--- config.mk ---
export PLATFORM = sky130hd
export DESIGN_NAME = median7_ema_level_classifier_core_flat
export DESIGN_NICKNAME = d
export VERILOG_FILES = /design/src/sv/m7ec_pkg.sv /design/src/sv/m7ec_if.sv /design/src/sv/m7ec_divider.sv /design/src/sv/median7_ema_level_classifier_core.sv /design/src/flat_wrapper.sv
export VERILOG_INCLUDE_DIRS = /design/src /design/src/sv
export SDC_FILE = /design/constraint.sdc
export NUM_CORES = 2
export LEC_CHECK = 0
export BUFFER_PORTS_ARGS = -buffer_cell sky130_fd_sc_hd__buf_2
export CAP_MARGIN = 20
export CORE_UTILIZATION = 66
export DETAILED_ROUTE_END_ITERATION = 6
export PLACE_DENSITY_LB_ADDON = 0.2
export REMOVE_ABC_BUFFERS = 1
export SLEW_MARGIN = 10
export SYNTH_ARGS = -nofsm -noshare
export SYNTH_HDL_FRONTEND = slang
export SYNTH_SLANG_ARGS = --single-unit
--- constraint.sdc ---
create_clock -name clk -period 10.1 [get_ports clk]
set_clock_uncertainty 0.05 [all_clocks]
set_input_delay 0.505 -clock clk [delete_from_list [all_inputs] [get_ports clk]]
set_output_delay 0.505 -clock clk [all_outputs]
set_load 0.03 [all_outputs]
--- src/sv/median7_ema_level_classifier_core_assert.svh ---
// Assertion macros for the median/EMA level classifier core.
// Expects clk and rst_n in the scope of the use.
`ifndef MEDIAN7_EMA_LEVEL_CLASSIFIER_CORE_ASSERT_SVH
`define MEDIAN7_EMA_LEVEL_CLASSIFIER_CORE_ASSERT_SVH

// same-cycle implication
`define M7EC_ASSERT_NOW(label, ante, cons) \
    label: assert property (@(posedge clk) disable iff (!rst_n) (ante) |-> (cons)) \
        else $error("m7ec assertion failed");

// next-cycle implication
`define M7EC_ASSERT_NEXT(label, ante, cons) \
    label: assert property (@(posedge clk) disable iff (!rst_n) (ante) |=> (cons)) \
        else $error("m7ec assertion failed");

`endif

--- src/sv/m7ec_pkg.sv ---
// Shared constants, types and the level classifier for the m7ec core.
// No dependencies.
package m7ec_pkg;

    localparam int BATCH_SIZE   = 7;
    localparam int SAMPLE_WIDTH = 16;
    localparam int MEDIAN_IDX   = BATCH_SIZE / 2;
    localparam int FILL_W       = $clog2(BATCH_SIZE);
    localparam int PPM_W        = 16;
    localparam int LEVEL_W      = 3;
    localparam int MODE_W       = 2;
    localparam int LIMIT_COUNT  = 4;
    localparam int REG_COUNT    = 2 * LIMIT_COUNT;
    localparam int CFG_IDX_W    = $clog2(REG_COUNT);

    localparam int MILLI        = 1000;
    localparam int HALF_MILLI   = 500;
    localparam int EMA_DIV      = 10;
    localparam int EMA_NEW_MUL  = 3;
    localparam int EMA_OLD_MUL  = 7;
    localparam int EMA_ROUND    = 5;

    // average in milli-units: sample * 1000 needs 10 more bits
    localparam int AVG_W        = SAMPLE_WIDTH + 10;
    // 3*m*1000 + 7*avg + 5 stays below 16 times the largest average
    localparam int DIVIDEND_W   = AVG_W + 4;
    localparam int PROD_W       = 2 * DIVIDEND_W;

    // reciprocals ceil(2^s / d): exact for any dividend below 2^DIVIDEND_W (/10)
    // and below 2^AVG_W (/1000), since the rounding excess is at most 2^(s - width)
    localparam int RECIP_SHIFT_10   = DIVIDEND_W + 3;
    localparam int RECIP_SHIFT_1000 = AVG_W + 10;
    localparam logic [DIVIDEND_W-1:0] RECIP_10 =
        DIVIDEND_W'(((64'd1 << RECIP_SHIFT_10) + 64'(EMA_DIV - 1)) / 64'(EMA_DIV));
    localparam logic [DIVIDEND_W-1:0] RECIP_1000 =
        DIVIDEND_W'(((64'd1 << RECIP_SHIFT_1000) + 64'(MILLI - 1)) / 64'(MILLI));

    localparam logic [MODE_W-1:0] MODE_SAMPLE  = 2'd1;
    localparam logic [MODE_W-1:0] MODE_RESTART = 2'd2;

    localparam logic [PPM_W-1:0] LIMIT_RESET [REG_COUNT] = '{
        16'd800, 16'd1000, 16'd1400, 16'd2000,
        16'd700, 16'd900,  16'd1200, 16'd1600
    };

    typedef logic [LIMIT_COUNT-1:0][PPM_W-1:0] limit_set_t;

    typedef struct packed {
        logic start;
        logic thousand;   // 1: divide by 1000, 0: divide by 10
    } div_ctrl_t;

    typedef struct packed {
        logic busy;
        logic done;
    } div_stat_t;

    // level = 1 + number of limits exceeded up to the first limit not exceeded, where the scan stops
    function automatic logic [LEVEL_W-1:0] classify(input logic [PPM_W-1:0] value,
                                                    input limit_set_t lim);
        logic [LEVEL_W-1:0] lvl;
        logic               stop;
        lvl  = LEVEL_W'(1);
        stop = 1'b0;
        for (int i = 0; i < LIMIT_COUNT; i++)
        begin
            if (!stop)
            begin
                if (value > lim[i])
                    lvl = lvl + LEVEL_W'(1);
                else
                    stop = 1'b1;
            end
        end
        return lvl;
    endfunction

endpackage

--- src/sv/m7ec_if.sv ---
// Valid/ready channel interfaces for the m7ec core: input items and results.
// Depends on m7ec_pkg.
interface m7ec_in_if;
    logic                           valid;
    logic                           ready;
    logic [m7ec_pkg::MODE_W-1:0]    mode;
    logic [m7ec_pkg::PPM_W-1:0]     sample_ppm;
    logic                           profile_select;

    modport source (output valid, output mode, output sample_ppm, output profile_select,
                    input ready);
    modport sink   (input valid, input mode, input sample_ppm, input profile_select,
                    output ready);
endinterface

interface m7ec_out_if;
    logic                           valid;
    logic                           ready;
    logic [m7ec_pkg::PPM_W-1:0]     filtered_ppm;
    logic [m7ec_pkg::LEVEL_W-1:0]   level;
    logic                           cause;
    logic                           last;

    modport source (output valid, output filtered_ppm, output level, output cause,
                    output last, input ready);
    modport sink   (input valid, input filtered_ppm, input level, input cause,
                    input last, output ready);
endinterface

--- src/sv/m7ec_divider.sv ---
// Shared constant divider, divisor 10 or 1000, by reciprocal multiplication.
// Operand registered on start; product registered the next cycle, together with done.
// Depends on m7ec_pkg.
module m7ec_divider
(
    input  logic                                clk,
    input  logic                                rst_n,
    input  m7ec_pkg::div_ctrl_t                 ctrl,
    input  logic [m7ec_pkg::DIVIDEND_W-1:0]     dividend,
    output m7ec_pkg::div_stat_t                 stat,
    output logic [m7ec_pkg::DIVIDEND_W-1:0]     quotient
);

    logic [m7ec_pkg::DIVIDEND_W-1:0] opd_reg, opd_next;
    logic                            thousand_reg, thousand_next;
    logic [m7ec_pkg::PROD_W-1:0]     prod_reg, prod_next;
    logic                            busy_reg, busy_next;
    logic                            done_reg, done_next;
    logic [m7ec_pkg::DIVIDEND_W-1:0] recip;
    logic [m7ec_pkg::PROD_W-1:0]     scaled;

    assign recip  = thousand_reg ? m7ec_pkg::RECIP_1000 : m7ec_pkg::RECIP_10;
    // quotient sits above the reciprocal's fraction bits
    assign scaled = thousand_reg ? (prod_reg >> m7ec_pkg::RECIP_SHIFT_1000)
                                 : (prod_reg >> m7ec_pkg::RECIP_SHIFT_10);

    always_comb
    begin
        opd_next      = opd_reg;
        thousand_next = thousand_reg;
        prod_next     = prod_reg;
        busy_next     = busy_reg;
        done_next     = 1'b0;
        if (ctrl.start)
        begin
            opd_next      = dividend;
            thousand_next = ctrl.thousand;
            busy_next     = 1'b1;
        end
        else if (busy_reg)
        begin
            prod_next = m7ec_pkg::PROD_W'(opd_reg) * m7ec_pkg::PROD_W'(recip);
            busy_next = 1'b0;
            done_next = 1'b1;
        end
    end

    always_ff @(posedge clk or negedge rst_n)
    begin
        if (!rst_n)
        begin
            busy_reg <= 1'b0;
            done_reg <= 1'b0;
        end
        else
        begin
            busy_reg <= busy_next;
            done_reg <= done_next;
        end
    end

    always_ff @(posedge clk)
    begin
        opd_reg      <= opd_next;
        thousand_reg <= thousand_next;
        prod_reg     <= prod_next;
    end

    assign stat.busy = busy_reg;
    assign stat.done = done_reg;
    assign quotient  = scaled[m7ec_pkg::DIVIDEND_W-1:0];

endmodule

--- src/sv/median7_ema_level_classifier_core.sv ---
// Flow: a check or restart returns to idle directly; other samples go through insertion, one compare per
// cycle; a batch-closing sample then passes the median state and the shared reciprocal divider, EMA /10
// (skipped for a first batch) and rounding /1000, before its result is emitted. A profile-change result
// is emitted first, in its own state, and either emit waits while the result register is still full.
// Throughput: one item at a time; a new item is taken only when the core is idle again.
// Reset: limits to their defaults, batch empty, no average, first profile selected.
module median7_ema_level_classifier_core
(
    input  logic                                clk,
    input  logic                                rst_n,
    input  logic                                cfg_we,
    input  logic [m7ec_pkg::CFG_IDX_W-1:0]      cfg_index,
    input  logic [m7ec_pkg::PPM_W-1:0]          cfg_data,
    m7ec_in_if.sink                             item,
    m7ec_out_if.source                          result
);

    typedef enum logic [7:0] {
        S_IDLE    = 8'b0000_0001,
        S_EMIT0   = 8'b0000_0010,
        S_INSERT  = 8'b0000_0100,
        S_MEDIAN  = 8'b0000_1000,
        S_DIV10   = 8'b0001_0000,
        S_ROUND   = 8'b0010_0000,
        S_DIV1000 = 8'b0100_0000,
        S_EMIT1   = 8'b1000_0000
    } state_t;

    state_t                                 state_reg, state_next;
    logic [m7ec_pkg::PPM_W-1:0]             limit_reg [m7ec_pkg::REG_COUNT];
    logic [m7ec_pkg::SAMPLE_WIDTH-1:0]      store_reg [m7ec_pkg::BATCH_SIZE];
    logic [m7ec_pkg::SAMPLE_WIDTH-1:0]      store_next [m7ec_pkg::BATCH_SIZE];
    logic [m7ec_pkg::FILL_W-1:0]            fill_reg, fill_next;
    logic [m7ec_pkg::FILL_W-1:0]            j_reg, j_next;
    logic [m7ec_pkg::FILL_W-1:0]            j_prev;
    logic [m7ec_pkg::AVG_W-1:0]             avg_reg, avg_next;
    logic                                   avg_valid_reg, avg_valid_next;
    logic                                   profile_reg, profile_next;
    logic [m7ec_pkg::PPM_W-1:0]             ppm_reg, ppm_next;
    logic [m7ec_pkg::MODE_W-1:0]            mode_reg, mode_next;
    logic [m7ec_pkg::SAMPLE_WIDTH-1:0]      sample_reg, sample_next;
    logic                                   last_reg, last_next;

    logic                                   out_valid_reg, out_valid_next;
    logic [m7ec_pkg::PPM_W-1:0]             out_ppm_reg, out_ppm_next;
    logic [m7ec_pkg::LEVEL_W-1:0]           out_level_reg, out_level_next;
    logic                                   out_cause_reg, out_cause_next;
    logic                                   out_last_reg, out_last_next;

    m7ec_pkg::div_ctrl_t                    div_ctrl;
    m7ec_pkg::div_stat_t                    div_stat;
    logic [m7ec_pkg::DIVIDEND_W-1:0]        div_dividend;
    logic [m7ec_pkg::DIVIDEND_W-1:0]        div_quotient;

    m7ec_pkg::limit_set_t                   lim_set;
    logic [m7ec_pkg::SAMPLE_WIDTH-1:0]      median;
    logic [m7ec_pkg::DIVIDEND_W-1:0]        ema_sum;
    logic [m7ec_pkg::LEVEL_W-1:0]           level_now;
    logic                                   item_xfer;
    logic                                   out_free;

    m7ec_divider u_div
    (
        .clk      (clk),
        .rst_n    (rst_n),
        .ctrl     (div_ctrl),
        .dividend (div_dividend),
        .stat     (div_stat),
        .quotient (div_quotient)
    );

    always_comb
    begin
        for (int i = 0; i < m7ec_pkg::LIMIT_COUNT; i++)
            lim_set[i] = profile_reg ? limit_reg[i] : limit_reg[i + m7ec_pkg::LIMIT_COUNT];
    end

    assign level_now = m7ec_pkg::classify(ppm_reg, lim_set);
    assign item_xfer = item.valid && item.ready;
    assign out_free  = !out_valid_reg || result.ready;
    assign j_prev    = j_reg - m7ec_pkg::FILL_W'(1);
    assign median    = store_reg[m7ec_pkg::MEDIAN_IDX];
    assign ema_sum   = m7ec_pkg::DIVIDEND_W'(median)
                       * m7ec_pkg::DIVIDEND_W'(m7ec_pkg::EMA_NEW_MUL * m7ec_pkg::MILLI)
                     + m7ec_pkg::DIVIDEND_W'(avg_reg)
                       * m7ec_pkg::DIVIDEND_W'(m7ec_pkg::EMA_OLD_MUL)
                     + m7ec_pkg::DIVIDEND_W'(m7ec_pkg::EMA_ROUND);

    always_comb
    begin
        state_next     = state_reg;
        store_next     = store_reg;
        fill_next      = fill_reg;
        j_next         = j_reg;
        avg_next       = avg_reg;
        avg_valid_next = avg_valid_reg;
        profile_next   = profile_reg;
        ppm_next       = ppm_reg;
        mode_next      = mode_reg;
        sample_next    = sample_reg;
        last_next      = last_reg;
        out_valid_next = out_valid_reg && !result.ready;
        out_ppm_next   = out_ppm_reg;
        out_level_next = out_level_reg;
        out_cause_next = out_cause_reg;
        out_last_next  = out_last_reg;
        div_ctrl       = '0;
        div_dividend   = '0;

        unique case (state_reg)
            S_IDLE:
            begin
                if (item_xfer)
                begin
                    mode_next   = item.mode;
                    sample_next = item.sample_ppm;
                    j_next      = fill_reg;
                    // the profile result is final unless this sample closes a batch
                    last_next   = !(item.mode == m7ec_pkg::MODE_SAMPLE &&
                                    fill_reg == m7ec_pkg::FILL_W'(m7ec_pkg::BATCH_SIZE - 1));
                    if (item.mode == m7ec_pkg::MODE_RESTART)
                    begin
                        fill_next      = '0;
                        avg_valid_next = 1'b0;
                    end
                    if (item.profile_select != profile_reg)
                        profile_next = item.profile_select;
                    if (item.profile_select != profile_reg && avg_valid_reg)
                        state_next = S_EMIT0;
                    else if (item.mode == m7ec_pkg::MODE_SAMPLE)
                        state_next = S_INSERT;
                    else
                        state_next = S_IDLE;
                end
            end
            S_EMIT0:
            begin
                if (out_free)
                begin
                    out_valid_next = 1'b1;
                    out_ppm_next   = ppm_reg;
                    out_level_next = level_now;
                    out_cause_next = 1'b0;
                    out_last_next  = last_reg;
                    state_next     = (mode_reg == m7ec_pkg::MODE_SAMPLE) ? S_INSERT : S_IDLE;
                end
            end
            S_INSERT:
            begin
                // insertion: shift larger entries up one slot per cycle
                if (j_reg != '0 && store_reg[j_prev] > sample_reg)
                begin
                    store_next[j_reg] = store_reg[j_prev];
                    j_next            = j_prev;
                end
                else
                begin
                    store_next[j_reg] = sample_reg;
                    if (fill_reg == m7ec_pkg::FILL_W'(m7ec_pkg::BATCH_SIZE - 1))
                    begin
                        fill_next  = '0;
                        state_next = S_MEDIAN;
                    end
                    else
                    begin
                        fill_next  = fill_reg + m7ec_pkg::FILL_W'(1);
                        state_next = S_IDLE;
                    end
                end
            end
            S_MEDIAN:
            begin
                if (avg_valid_reg)
                begin
                    div_ctrl.start = 1'b1;
                    div_dividend   = ema_sum;
                    state_next     = S_DIV10;
                end
                else
                begin
                    avg_next       = m7ec_pkg::AVG_W'(median)
                                     * m7ec_pkg::AVG_W'(m7ec_pkg::MILLI);
                    avg_valid_next = 1'b1;
                    state_next     = S_ROUND;
                end
            end
            S_DIV10:
            begin
                if (div_stat.done)
                begin
                    avg_next       = div_quotient[m7ec_pkg::AVG_W-1:0];
                    avg_valid_next = 1'b1;
                    state_next     = S_ROUND;
                end
            end
            S_ROUND:
            begin
                div_ctrl.start    = 1'b1;
                div_ctrl.thousand = 1'b1;
                div_dividend      = m7ec_pkg::DIVIDEND_W'(avg_reg)
                                  + m7ec_pkg::DIVIDEND_W'(m7ec_pkg::HALF_MILLI);
                state_next        = S_DIV1000;
            end
            S_DIV1000:
            begin
                if (div_stat.done)
                begin
                    // saturate to the output width
                    if (|div_quotient[m7ec_pkg::DIVIDEND_W-1:m7ec_pkg::PPM_W])
                        ppm_next = '1;
                    else
                        ppm_next = div_quotient[m7ec_pkg::PPM_W-1:0];
                    state_next = S_EMIT1;
                end
            end
            S_EMIT1:
            begin
                if (out_free)
                begin
                    out_valid_next = 1'b1;
                    out_ppm_next   = ppm_reg;
                    out_level_next = level_now;
                    out_cause_next = 1'b1;
                    out_last_next  = 1'b1;
                    state_next     = S_IDLE;
                end
            end
            default:
            begin
                state_next = S_IDLE;
            end
        endcase
    end

    always_ff @(posedge clk or negedge rst_n)
    begin
        if (!rst_n)
        begin
            state_reg     <= S_IDLE;
            fill_reg      <= '0;
            avg_valid_reg <= 1'b0;
            profile_reg   <= 1'b1;
            out_valid_reg <= 1'b0;
            for (int i = 0; i < m7ec_pkg::REG_COUNT; i++)
                limit_reg[i] <= m7ec_pkg::LIMIT_RESET[i];
        end
        else
        begin
            state_reg     <= state_next;
            fill_reg      <= fill_next;
            avg_valid_reg <= avg_valid_next;
            profile_reg   <= profile_next;
            out_valid_reg <= out_valid_next;
            if (cfg_we)
                limit_reg[cfg_index] <= cfg_data;
        end
    end

    always_ff @(posedge clk)
    begin
        store_reg     <= store_next;
        j_reg         <= j_next;
        avg_reg       <= avg_next;
        ppm_reg       <= ppm_next;
        mode_reg      <= mode_next;
        sample_reg    <= sample_next;
        last_reg      <= last_next;
        out_ppm_reg   <= out_ppm_next;
        out_level_reg <= out_level_next;
        out_cause_reg <= out_cause_next;
        out_last_reg  <= out_last_next;
    end

    assign item.ready          = (state_reg == S_IDLE);
    assign result.valid        = out_valid_reg;
    assign result.filtered_ppm = out_ppm_reg;
    assign result.level        = out_level_reg;
    assign result.cause        = out_cause_reg;
    assign result.last         = out_last_reg;

`include "median7_ema_level_classifier_core_assert.svh"

    `M7EC_ASSERT_NOW(a_div_done_in_div_state, div_stat.done,
        (state_reg == S_DIV10 || state_reg == S_DIV1000))
    `M7EC_ASSERT_NOW(a_div_start_when_free, div_ctrl.start, !div_stat.busy)
    `M7EC_ASSERT_NEXT(a_sample_goes_to_work, item_xfer && item.mode == m7ec_pkg::MODE_SAMPLE,
        (state_reg == S_EMIT0 || state_reg == S_INSERT))
    `M7EC_ASSERT_NEXT(a_batch_result_final, state_reg == S_EMIT1 && out_free,
        result.valid && result.cause && result.last && state_reg == S_IDLE)

endmodule

--- src/flat_wrapper.sv ---
// flat-port wrapper written by rule: the top's interface ports become plain ports
module median7_ema_level_classifier_core_flat 
  (clk, rst_n, cfg_we, cfg_index, cfg_data, item_valid, item_mode, item_sample_ppm, item_profile_select, item_ready, result_valid, result_filtered_ppm, result_level, result_cause, result_last, result_ready);
  m7ec_in_if item_i ();
  m7ec_out_if result_i ();
  input  logic clk;
  input  logic rst_n;
  input  logic cfg_we;
  input  logic [m7ec_pkg::CFG_IDX_W-1:0] cfg_index;
  input  logic [m7ec_pkg::PPM_W-1:0] cfg_data;
  input wire logic [$bits(item_i.valid)-1:0] item_valid;
  input wire logic [$bits(item_i.mode)-1:0] item_mode;
  input wire logic [$bits(item_i.sample_ppm)-1:0] item_sample_ppm;
  input wire logic [$bits(item_i.profile_select)-1:0] item_profile_select;
  output wire logic [$bits(item_i.ready)-1:0] item_ready;
  output wire logic [$bits(result_i.valid)-1:0] result_valid;
  output wire logic [$bits(result_i.filtered_ppm)-1:0] result_filtered_ppm;
  output wire logic [$bits(result_i.level)-1:0] result_level;
  output wire logic [$bits(result_i.cause)-1:0] result_cause;
  output wire logic [$bits(result_i.last)-1:0] result_last;
  input wire logic [$bits(result_i.ready)-1:0] result_ready;
  assign item_i.valid = item_valid;
  assign item_i.mode = item_mode;
  assign item_i.sample_ppm = item_sample_ppm;
  assign item_i.profile_select = item_profile_select;
  assign item_ready = item_i.ready;
  assign result_valid = result_i.valid;
  assign result_filtered_ppm = result_i.filtered_ppm;
  assign result_level = result_i.level;
  assign result_cause = result_i.cause;
  assign result_last = result_i.last;
  assign result_i.ready = result_ready;
  median7_ema_level_classifier_core u_core (.clk(clk), .rst_n(rst_n), .cfg_we(cfg_we), .cfg_index(cfg_index), .cfg_data(cfg_data), .item(item_i), .result(result_i));
endmodule
==> results.py <==
metrics = {
    "worst_setup_path": {
        "worstReg2RegStart": "u_core.u_div.thousand_reg",
        "worstPathArrival_ns": 9.14,
        "critPathLaunch": "u_core.u_div.thousand_reg",
        "setup.worst_path.end_class": "register",
        "startpoint_type": "register",
        "critPathMaxFanout": 26,
        "crit_required_ns": 10.38,
        "critical_path_class": "reg -> reg",
    },
    "logic_synthesis": {
        "postSynth.asyncResetShare_pct": 36.1,
        "syn_area_per_cell_um2": 11.0,
        "ys_warn_count": 0,
        "ys_seq_area_share_pct": 24.9,
        "synth_cell_type_count": 72,
        "ys_top_cells_by_count": "941 x inv_1, 685 x ha_1, 603 x fa_1",
        "netlist.area_leader.share_pct": 26.6,
        "netlist_area_um2": 45400,
        "synth_most_common_cell": "inv_1",
        "synth_area_leaders": "fa_1 27%, ha_1 19%, edfxtp_1 17%",
        "synth-seq-cells": 399,
        "synth_enable_flop_cells": 255,
        "synth_top_flop_cell": "edfxtp_1",
        "syn_inst": 4127,
        "synth_top_area_cell": "fa_1",
    },
    "floorplanning": {
        "fp.dieH_um": 264,
        "rows": 95,
        "coreArea_um2": 67600,
        "die-area_um2": 69900,
        "die_w_um": 264,
        "io_pins": 66,
        "initial_core_util_pct": 67.2,
    },
    "sta": {
        "fin_crit_ns": 8.86,
        "setup_viol": 0,
        "grt_setup_unrepaired": "no",
        "finalSetupTns_ns": 0,
        "finalHoldViolCount": 0,
        "max_freq_mhz": 113,
        "maxSlewViolCount": 0,
        "max_slew_margin_pct": 31.9,
        "worstMarginPinSlew_ns": 1.02,
        "fin_crit_sh_pct": 87.7,
    },
    "grt": {
        "grt_pass1_wl_um": 170000,
        "grt_use_total_pct": 31.6,
        "grt_start_max_net_pins": 87,
        "grt_overflow": 0,
        "antenna_found_initial": 0,
        "grt_pass1_vias": 31300,
    },
    "power_and_ir_drop": {
        "intPower_uw": 4110,
        "p_per_area_nw_per_um2": 135,
        "vdd_ir_drop_max_mv": 0.184,
        "leakage_uw": 0.0242,
        "swShare_pct": 37.0,
        "p_clk_share_pct": 25.5,
        "power_frac_seq_pct": 32.0,
        "power_switching_uw": 2410,
        "comb_power_share_pct": 42.6,
    },
    "clock_network": {
        "cts_buffer_depth": 3,
        "clockRootBuffer": "clkbuf_16",
        "cts_tree": "done",
        "clk_latency_ns": 0.59,
        "post_cts_buffers": 0,
        "clkSlewWorstSetupHoldPaths_ns": 0.06,
        "htreeDepth": 2,
        "cts.sinks": 399,
        "cts_made_buffers": 41,
    },
    "cells_and_area": {
        "final_util_pct": 71.4,
        "area_delta_synth_final_pct": 6.29,
        "largest_register_ffs": 128,
        "drive_gt1_share_pct": 9.71,
        "nNetsFinal": 5509,
    },
    "min_path": {
        "hold_class": "in -> reg",
        "hp-start": "item_sample_ppm[9]",
    },
    "route": {
        "vias_per_cell": 5.78,
        "dr_total_vias": 29400,
        "drc_errors": 0,
        "dr.pass1.iters": 5,
        "ant_nets": 0,
        "drt-total-wl_um": 106000,
        "wl_per_cell_um": 20.8,
        "drtIter0Drc": 1998,
    },
    "outcome": {
        "outcome": "completed",
    },
    "place": {
        "io_buffers": 65,
        "routabilityCongestion": 0.987,
        "hpwl_um": 86400,
    },
    "run": {
        "drv_cap": 0,
    },
}
## power groups by stage
stage | logic [uW] | registers, uW | clock network (uW)
after floorplan | 2050 | 2120 | 0
after global placement | 2660 | 2110 | 0
after detailed placement | 2740 | 2110 | 0
after CTS | 2770 | 2080 | 1680
after global routing | 3090 | 2100 | 1740
final | 2780 | 2080 | 1660
## cells by family after synthesis
| logic type | after synthesis | synth area share (%) |
|---|---|---|
| adder cells (fa/ha/maj) | 1288 | 45.4 |
| buffers and inverters | 1031 | 8.53 |
| AND/OR/NAND/NOR | 638 | 6.83 |
| flip-flops | 399 | 24.9 |
| AO/OA/AOI/OAI | 381 | 5.31 |
| multiplexers | 263 | 6.60 |
| XOR/XNOR | 125 | 2.41 |
| other | 2 | 0.0165 |
## metal layers
metal	wire length, um	vias up	GRT usage (%)
li1	-	13500	-
met1	44800	14900	43.0
met2	51600	801	52.7
met3	6130	194	4.64
met4	3330	0	9.65
met5	0	-	0
## repair_timing
action                     CTS  global route
hold buffers                 1             0
hold endpoints to repair    50             0
setup endpoints to repair    0             0
resized for setup            0             0
## critical path, cell delays in order, from the launching register on
cell and delay, ns:
edfxtp_1 0.67, buf_4 0.31, nor2b_1 0.58, inv_1 0.23, fa_1 0.54, fa_1 0.50, fa_1 0.55, inv_1 0.06
fa_1 0.55, fa_1 0.43, fa_1 0.40, fa_1 0.51, inv_1 0.05, fa_1 0.50, inv_1 0.04, ha_1 0.31
o21ai_0 0.18, a21oi_1 0.08, a21oi_1 0.53, o21a_1 0.24, o311ai_1 0.24, a211o_1 0.40, a41oi_2 0.29, o21ai_2 0.12
a21oi_2 0.16, xnor2_1 0.08
## cell usage in the layout, fill, tap and decap left out, drive strengths merged, types with 8 or more instances in the layout
cell    Yosys  layout
ha        685     685
dfstp      40      40
nor2b      48      48
nor4       11      11
mux2      135     135
clkbuf     76      46
bufinv      0       8
o22ai      26      26
dfrtp     104     104
clkinv      0      17
edfxtp    255     255
nand2b     34      34
and3       12      12
nand3      27      27
o21bai      9       9
xnor2      69      69
nand2     143     143
nand3b      8       8
a21o       49      49
a211oi      9       9
a31oi      12      12
nor3       24      24
buf        14      97
nand4      33      33
inv       941     945
fa        603     603
nor2      209     209
o21ai      89      89
xor2       56      56
o21a       20      20
and2       30      30
or2        31      31
mux2i     112     112
a21oi     120     120
mux4       16      16
## through the flow
| step | worst slack, ns | std cells | power [uW] | area [um2] | hold WS, ns |
|---|---|---|---|---|---|
| 2_1_floorplan | 1.21 | 4037 | 4170 | 45100 | 0.159 |
| 3_3_place_gp | 1.55 | 5006 | 4770 | 46800 | 0.430 |
| 3_5_place_dp | 1.40 | 5006 | 4850 | 46800 | 0.440 |
| 4_1_cts | 1.40 | 5083 | 6530 | 48300 | 0.0140 |
| 5_1_grt | 0.923 | 5084 | 6930 | 48300 | 0.0159 |
| 6_report | 1.24 | 5085 | 6520 | 48300 | 0.0372 |
## cell type report
cell class | count | area (um2)
Multi-Input combinational cell | 2697 | 30300
Fill cell | 4840 | 19300
Sequential cell | 399 | 11300
Inverter | 941 | 3530
Tap cell | 873 | 1090
Clock buffer | 46 | 1050
Timing Repair Buffer | 98 | 589
Clock inverter | 30 | 410
Antenna cell | 1 | 2.50
## path summary, 6_finish.rpt
kind	cells past startpoint	endpoint	slack, ns
worst max register to register	25	u_core.u_div.prod_reg[53]	1.24
worst max-delay path	25	u_core.u_div.prod_reg[53]	1.24
worst min register to register	1	u_core.limit_reg[32]	0.45
max in group asynchronous	3	u_core.limit_reg[56]	8.17
min in group asynchronous	2	u_core.limit_reg[116]	0.51
worst min-delay path	1	u_core.sample_reg[9]	0.04
(Power assumes the default switching activity.)
